$ cat src/hdl/sliding_window_min_max_top_defines.svh
// Assertion macros for the sliding window min/max block.
// No dependencies; taken in by the top level through `include.
`ifndef SLIDING_WINDOW_MIN_MAX_TOP_DEFINES_SVH
`define SLIDING_WINDOW_MIN_MAX_TOP_DEFINES_SVH

`ifndef SYNTH
// property must hold at every edge outside reset
`define SWMM_ASSERT(label, prop) \
   label: assert property (@(posedge clock) disable iff (reset) (prop)) \
      else $error("swmm check failed");
// condition must never be seen outside reset
`define SWMM_NEVER(label, cond) \
   label: assert property (@(posedge clock) disable iff (reset) !(cond)) \
      else $error("swmm forbidden condition");
`else
`define SWMM_ASSERT(label, prop)
`define SWMM_NEVER(label, cond)
`endif

`endif

$ cat src/hdl/swmm_pkg.sv
// Shared types and constants for the sliding window min/max block.
// No dependencies.
`default_nettype none

package swmm_pkg;

   localparam int SAMPLE_W = 32;
   localparam int WLEN_W   = 7;
   localparam logic [WLEN_W-1:0] WLEN_RESET = 7'd3;

   // running extremes handed from cell to cell
   typedef struct packed {
      logic signed [SAMPLE_W-1:0] lo;
      logic signed [SAMPLE_W-1:0] hi;
   } swmm_part_type;

endpackage

`default_nettype wire

$ cat src/hdl/swmm_cell.sv
// One window slot: holds one sample of the history and folds it into the
// running min/max coming from the older neighbour. Uses swmm_pkg.
`default_nettype none

module swmm_cell import swmm_pkg::*; (
   input  wire logic                       clock,
   input  wire logic                       shift_en,
   input  wire logic signed [SAMPLE_W-1:0] sample_in,
   output      logic signed [SAMPLE_W-1:0] sample_out,
   input  wire logic                       chain_en,
   input  wire swmm_part_type              part_in,
   output      swmm_part_type              part_out
);

   logic signed [SAMPLE_W-1:0] sample_ff;
   swmm_part_type              part_ff;
   swmm_part_type              part_in_c;

   always_comb begin
      part_in_c.lo = sample_ff;
      part_in_c.hi = sample_ff;
      if (chain_en) begin
         if (part_in.lo < sample_ff) part_in_c.lo = part_in.lo;
         if (part_in.hi > sample_ff) part_in_c.hi = part_in.hi;
      end
   end

   always_ff @(posedge clock) begin
      if (shift_en) begin
         sample_ff <= sample_in;
      end
      part_ff <= part_in_c;
   end

   assign sample_out = sample_ff;
   assign part_out   = part_ff;

endmodule

`default_nettype wire

$ cat config.mk
export PLATFORM = sky130hd
export DESIGN_NAME = swmm_cell
export DESIGN_NICKNAME = d
export VERILOG_FILES = /design/src/hdl/sliding_window_min_max_top_defines.svh /design/src/hdl/swmm_pkg.sv /design/src/hdl/swmm_cell.sv
export SDC_FILE = /design/constraint.sdc
export NUM_CORES = 1
export LEC_CHECK = 0
export BUFFER_PORTS_ARGS = -buffer_cell sky130_fd_sc_hd__buf_4
export CORE_MARGIN = 2
export CORE_UTILIZATION = 54
export CTS_BUF_LIST = sky130_fd_sc_hd__clkbuf_4 sky130_fd_sc_hd__clkbuf_8
export DETAILED_ROUTE_END_ITERATION = 8
export MAX_ROUTING_LAYER = met4
export PLACE_DENSITY = 0.89
export SLEW_MARGIN = 40
export SYNTH_ARGS = -nofsm -noshare
export SYNTH_HDL_FRONTEND = slang
export SYNTH_SLANG_ARGS = --single-unit
$ cat constraint.sdc
create_clock -name clock -period 6.6 [get_ports clock]
set_input_delay 0.66 -clock clock [delete_from_list [all_inputs] [get_ports clock]]
set_output_delay 0.66 -clock clock [all_outputs]
set_load 0.01 [all_outputs]
# Word level (Yosys, flattened, before mapping)
# Cells that the tools add are included.
# classes
n_lt_le_gt_ge,2
n_mux,3
# op_table
cell,count
32-bit two-way mux,2
64-bit two-way mux,1
32-bit > comparator,1
32-bit less-than comparator,1
# totals
regBits,96
elab_cells,8

# Depth between registers and ports, before layout
# Gate-level depths: netlist (run 1).
# logic_depth
ltp_word,3
mapped_depth,10
ltp_nobuf,9

# Worst setup path after synthesis (run 1)
# OpenSTA, ideal clock, no wires.
# synth_path
path_kind,in2reg
start,in part_in[9] (netlist name)
end,"reg part_ff, in the netlist part_out[10]"
setup_time_ns,0.121
t_arrival_ns,2.821
required_ns,6.479
setup_slack_ns,3.658
path_stages,9
n_path_buf,1
path_cell_list,ha_1 a21o_1 nand3_1 a21oi_1 or4b_1 a21o_1 a211oi_4 buf_6 mux2_4
# synth_lines
element,line,rtl
from (decl),swmm_cell.sv:11,"input wire swmm_part_type part_in,"
to (signal assigned),swmm_cell.sv:32,part_ff <= part_in_c;
to (decl),swmm_cell.sv:16,swmm_part_type part_ff;

==> results of run 1 <==
[worst max-delay path, cell delays in order, from the launching register on]
cell and delay, ns:
edfxtp_1 0.42, inv_1 0.09, ha_1 0.32, nand4_1 0.21, or4_1 0.61, a21oi_1 0.17
or4b_1 0.18, a2111oi_2 0.10, a211oi_4 0.36, buf_4 0.46, mux2_2 0.39
[power by group through the flow]
stage / logic [W] / registers (W) / clock network [W]
6_report: 0.000435 / 0.000717 / 0.000355
2_1_floorplan: 0.000189 / 0.000761 / 0
5_1_grt: 0.000466 / 0.000724 / 0.000387
3_3_place_gp: 0.000415 / 0.000727 / 0
4_1_cts: 0.000434 / 0.000717 / 0.000363
3_5_place_dp: 0.000430 / 0.000730 / 0
[cell type report]
class,count,area (um^2),share of cell area [%]
Sequential cell,96,2242,35.10
Timing Repair Buffer,196,1471,23.04
Inverter,34,127.6,1.998
Multi-Input combinational cell,226,2232,34.95
Tap cell,105,131.4,2.057
Clock buffer,12,152.6,2.390
Clock inverter,4,30.03,0.4701
[cells in the final DEF, fill, tap and decap left out, types with 3 or more instances in the layout]
master / instances
dfxtp_1: 64
a21o_1: 8
nand2_1: 10
buf_4: 196
a21oi_1: 25
inv_1: 34
o21ai_0: 5
nor2_1: 3
edfxtp_1: 32
mux2_4: 30
nand4_1: 13
mux2_2: 34
ha_1: 63
clkbuf_8: 10
nand3_1: 8
clkinvlp_4: 4
[through the flow]
| step | worst slack (ns) | cells | utilization, % | area [um^2] |
|---|---|---|---|---|
| after floorplan | 3.658 | 362 | - | 4651 |
| after global placement | 2.695 | 656 | 74.67 | 6197 |
| after detailed placement | 2.539 | 656 | 74.67 | 6197 |
| after CTS | 2.796 | 672 | 76.87 | 6380 |
| after global routing | 2.998 | 673 | 76.96 | 6387 |
| final | 3.172 | 673 | 76.96 | 6387 |
[synthesized netlist by cell type]
library cell and number:
a2111oi_0 2, nand4_1 13, dfxtp_1 64, ha_1 63
a21o_1 8, edfxtp_1 32, o31ai_1 1, inv_1 34
a211oi_4 1, nand2b_1 1, a2111oi_2 1, a21oi_1 25
nand3_1 8, o21ai_1 1, or4_1 2, or4b_1 1
a31oi_1 2, mux2_2 34, nor4_1 2, or3_1 1
o31a_1 1, a221oi_1 1, nor3_1 2, nand2_1 10
a21boi_0 1, mux2_4 30, nor2b_1 1, o21ai_0 5
and3_1 1, nor2_1 3, o21a_1 2, o211ai_2 1
buf_2 3, nand3b_4 1, buf_6 3, o211ai_1 1
[flip-flops by register name (all words and copies together) (netlist names)]
signal,cells
part_out,64
sample_out,32
[cells by family (layout without fill, tap and decap cells)]
group / Yosys count / count (layout) / share of synthesized area [%]
AO/OA/AOI/OAI: 53 / 53 / 7.479
adder cells (fa/ha/maj): 63 / 63 / 16.95
buffers and inverters: 40 / 246 / 3.793
flip-flops: 96 / 96 / 48.21
multiplexers: 64 / 64 / 17.92
AND/OR/NAND/NOR: 46 / 46 / 5.650
[worst max path at each step]
stage                              start           end  slack (ns)  cells past startpoint
after CTS                 sample_out[15]   part_out[1]        2.80                     10
final                     sample_out[15]   part_out[1]        3.17                     10
after global placement       part_in[14]   part_out[1]        2.70                     10
after floorplan               part_in[9]  part_out[10]        3.66                      9
after global routing      sample_out[15]   part_out[1]        3.00                     10
after detailed placement     part_in[14]   part_out[1]        2.54                     10
[metal layers]
metal / global-route usage (%) / wire (um)
met5: - / 0
met2: 47.49 / 6480
met3: 4.624 / 507
met4: 8.234 / 279
met1: 29.47 / 4928
==> impl_metrics.yaml, run 1 <==
global_routing:
  grt_pass1_vias: 3818
  grt_antenna_before_repair: 0
  grt_pass1_wl_um: 19150
  grt_overflow: 0
  grtUsageTotal_pct: 26.27
  grt_max_degree: 33
hold_path:
  min_to: "sample_out[11]"
  min_from: "sample_in[11]"
  hold_depth: 1
  min_path_type: "in -> reg"
power_and_ir_drop:
  ir_worst_vdd_mv: 0.1276
  power.density_mw_per_mm2: 235.8
  power.total_w: 0.001506
  p_int_w: 0.001081
  switching_share_pct: 28.22
  p_comb_share_pct: 28.9
  p_clk_share_pct: 23.5
  p_leak_nw: 3.128
  switchingPower_w: 0.0004249
  seq_power_share_pct: 47.6
timing:
  grt_setup_unrepaired: "no"
  worst_pin_slew_ns: 0.5288
  slew_viol_final: 0
  tns_ns: 0
  fmax_mhz: 291.8
  hold_ws_ns: 0.4737
  layout_min_cycle_time_ns: 3.428
  slew_headroom_pct: 64.42
  fin_skew_ns: 0.01491
  post-route-period-util_pct: 51.93
  hold_viol_final: 0
  report.final.setup_viol: 0
die:
  chipHeight_um: 96.81
  dieWidth_um: 96.81
  core_area_mm2: 0.008299
  num_rows: 33
  start_util_pct: 56.04
  io_pins: 195
  dieArea_mm2: 0.009371
logic_synthesis:
  yosys_warnings: 0
  synthesis.nets: 524
  synth.largest_area_cell: "dfxtp_1"
  yosysSeqAreaShare_pct: 48.21
  synth_cell_types: 36
  synth.area.top_cells: "dfxtp_1, edfxtp_1, ha_1"
  synth.top_cell.area_share_pct: 27.55
  syn-cell-area_mm2: 0.004651
  ys_ff_latch: 96
  netlist_instances: 362
  syn_avg_cell_area_um2: 12.85
cts:
  cts.htree.levels: 3
  cts_tree: "built"
  clk_latency_ns: 0.35
  cts_hold_buf: 0
  cts_buffer_depth: 2
  cts_root_buf: "clkbuf_8"
  cts_setup_buffers: 0
  clkSinkCount: 96
  cts.clk_slew.worst_paths_ns: 0.10
  cts_made_buffers: 9
  cts_resized: 0
worst_setup_path:
  crit_arrival_ns: 3.67
  crit_required_ns: 6.84
  crit_fanout: 22
  worst_setup_path_start_kind: "flip-flop"
  reg2reg_to: "part_out[1]"
  r2r_start: "sample_out[15]"
  r2r_slack_ns: 3.17
  r2r_cells: 10
  end_kind: "flip-flop"
  critical_path_class: "reg -> reg"
place:
  place_congestion: 0.8675
  hpwl_um: 9547
  portBuffers: 194
drt:
  via_count: 3667
  drtIter0Drc: 128
  viasPerCell: 5.449
  wl_per_cell_um: 18.12
  routed_wl_um: 12200
  antenna_left: 0
  drc_errors: 0
  first_pass_iters: 4
layout:
  drive_gt1_share_pct: 49.30
  fillers: 518
  layout.nets: 725
  area_growth_pct: 37.34
  diodes: 0
status:
  status: "finished, final reports clean"
flow_run:
  drv_cap: 0
Note: power is estimated with default switching activity, not from simulation.
==> run 2, diff against run 1 <==
- ABC_AREA: not set -> 1
- CORE_UTILIZATION: 54 -> 45
- PLACE_DENSITY: 0.89 -> 0.78
- clock period: 6.6 -> 3 ns (I/O delays scaled with it)
==> impl_metrics.yaml, run 2 <==
status:
  status: "finished, final reports clean"
flow_run:
  drv_cap: 0
cts:
  cts_made_buffers: 9
  cts.htree.levels: 3
  cts_setup_buffers: 0
  cts_root_buf: "clkbuf_8"
  cts_buffer_depth: 2
  cts.clk_slew.worst_paths_ns: 0.09
  cts_tree: "built"
  cts_hold_buf: 0
  clk_latency_ns: 0.37
  clkSinkCount: 96
drt:
  first_pass_iters: 7
  viasPerCell: 5.213
  drtIter0Drc: 180
  wl_per_cell_um: 15.96
  antenna_left: 0
  wl_met3_um: 912
  top_layer_used: "met4"
  dr_wl_met2_um: 7163
  drc_errors: 0
  drt-met1-wl_um: 5716
  routed_wl_um: 14080
  via_count: 4598
logic_synthesis:
  synth.top_cell.area_share_pct: 26.34
  synth_most_common_cell: "nand2_1"
  synthesis.nets: 718
  synth_cell_types: 25
  synth.largest_area_cell: "dfxtp_1"
  synth_ff_type: "dfxtp_1"
  yosysSeqAreaShare_pct: 46.09
  syn_avg_cell_area_um2: 8.749
  ys_ff_latch: 96
  netlist_instances: 556
  async_flop_share_pct: 0
  syn-cell-area_mm2: 0.004865
  yosys-top-cells-count: "nand2_1, nand4_1, dfxtp_1, ha_1, inv_1"
  synth_edf_count: 32
  synth.area.top_cells: "dfxtp_1, edfxtp_1, ha_1"
  yosys_warnings: 0
worst_setup_path:
  crit_family: "simple AND/OR/NAND/NOR gates"
  crit_fanout: 32
  critical_path_class: "reg -> reg"
  crit_arrival_ns: 2.87
  crit_required_ns: 3.26
  end_kind: "flip-flop"
  worst_setup_path_start_kind: "flip-flop"
  max_stage_delay_ns: 0.42
  crit_slowest_cell: "nand3_4"
  crit_top_cell: "nand2_1"
  critical_path.cell_chain: "inv_1, ha_1, a21oi_1, o21ai_0, nand2_1, nand3_1, a21oi_1, nand2_1, nand2_2, nand3_4, nand2_1, nand2_1"
  path_buf_inv: 1
layout:
  diodes: 0
  layout.nets: 903
  utilization_pct: 63.51
  largest_reg_flops: 64
  drive_gt1_share_pct: 30.03
  area_growth_pct: 35.98
  final_common_cell: "buf_4"
  final_cell_mix: "buf_4, nand2_1, nand4_1"
place:
  pre_cts_ws_ns: 0.1799
  place_congestion: 0.8873
  portBuffers: 194
  hpwl_um: 10490
die:
  io_pins: 195
  core_area_mm2: 0.01042
  chipHeight_um: 108.0
  dieWidth_um: 108.0
  start_util_pct: 46.70
  dieArea_mm2: 0.01166
  num_rows: 37
timing:
  fin_skew_ns: 0.01081
  layout_min_cycle_time_ns: 2.618
  fmax_mhz: 381.9
  tns_ns: 0
  slew_viol_final: 0
  report.final.setup_viol: 0
  post-route-period-util_pct: 87.27
  fin_ws_ns: 0.3818
  worst_pin_slew_ns: 0.4924
  grt_setup_unrepaired: "no"
  slew_headroom_pct: 67.18
  hold_viol_final: 0
global_routing:
  grt_antenna_before_repair: 0
  grt_pass1_vias: 4614
  grt_max_degree: 35
  grtUsageTotal_pct: 25.17
  grt_overflow: 0
  grt_pass1_wl_um: 22180
power_and_ir_drop:
  p_leak_nw: 3.489
  power.total_w: 0.003531
  power.density_mw_per_mm2: 533.8
  ir_worst_vdd_mv: 0.2409
hold_path:
  min_path_type: "in -> reg"
[run 2: changes by cell type in the layout (fill, tap and decap cells not counted), moves of 4 or more]
| cell | change |
|---|---|
| nand2_1 | +171 |
| nand4_1 | +54 |
| mux2_2 | -34 |
| mux2_4 | -30 |
| nor2_1 | +15 |
| inv_1 | +14 |
| a21o_1 | -8 |
| a21oi_1 | +4 |
[run 2: cells by family after synthesis]
kind of cell | share of synthesized area [%]
and+or+nand+nor | 26.49
DFF | 46.09
AOI/OAI and AO/OA | 4.553
buffers and inverters | 6.661
adders and majority gates | 16.20
[run 2: worst paths after layout]
| kind | from | to | slack (ns) | cells after the start |
|---|---|---|---|---|
| hold / removal | sample_in[23] | sample_out[23] | 0.10 | 1 |
| hold reg to reg | sample_out[29] | part_out[61] | 0.54 | 2 |
| setup reg to reg | sample_out[25] | part_out[43] | 0.38 | 12 |
| setup / recovery | sample_out[25] | part_out[43] | 0.38 | 12 |
[run 2: per-stage QoR]
stage	cells	instance area, um^2	hold slack, ns
global route	882	6615	0.09239
detailed placement	866	6396	0.4794
global placement	866	6396	0.4778
CTS	882	6608	0.08727
floorplan	556	4865	0.3989
finish	882	6615	0.1014
[run 2: area by class of cell]
type	count	area, um^2
fill	829	3801
clock buffer	14	173.9
inverter	48	180.2
clock inverter	2	37.54
tap	136	170.2
timing repair buffer	199	1494
sequential	96	2242
multi-input combinational	387	2317
[run 2: timing repair]
item,in CTS,in global routing
gates resized for setup,0,1
hold endpoints to repair,0,0
endpoints found under the setup margin,0,32
[run 2: worst reg2reg max path, stage by stage, from the launching register on]
cell      delay, ns
edfxtp_1       0.41
inv_1          0.09
ha_1           0.31
a21oi_1        0.16
o21ai_0        0.14
nand2_1        0.09
nand3_1        0.07
a21oi_1        0.21
nand2_1        0.10
nand2_2        0.26
nand3_4        0.42
nand2_1        0.19
nand2_1        0.07
[run 2: per-layer routing]
metal / up-vias / global-route usage, %
met2: 204 / 42.81
li1: 2258 / -
met3: 24 / 3.737
met1: 2112 / 29.44
met5: - / -
met4: 0 / 11.54
[run 2: power by group]
| part | internal [W] | leakage (nW) | switching [W] |
|---|---|---|---|
| combinational | 0.000470 | 2.53 | 0.000562 |
| clock | 0.000460 | 0.107 | 0.000433 |
| sequential | 0.00152 | 0.853 | 0.0000835 |
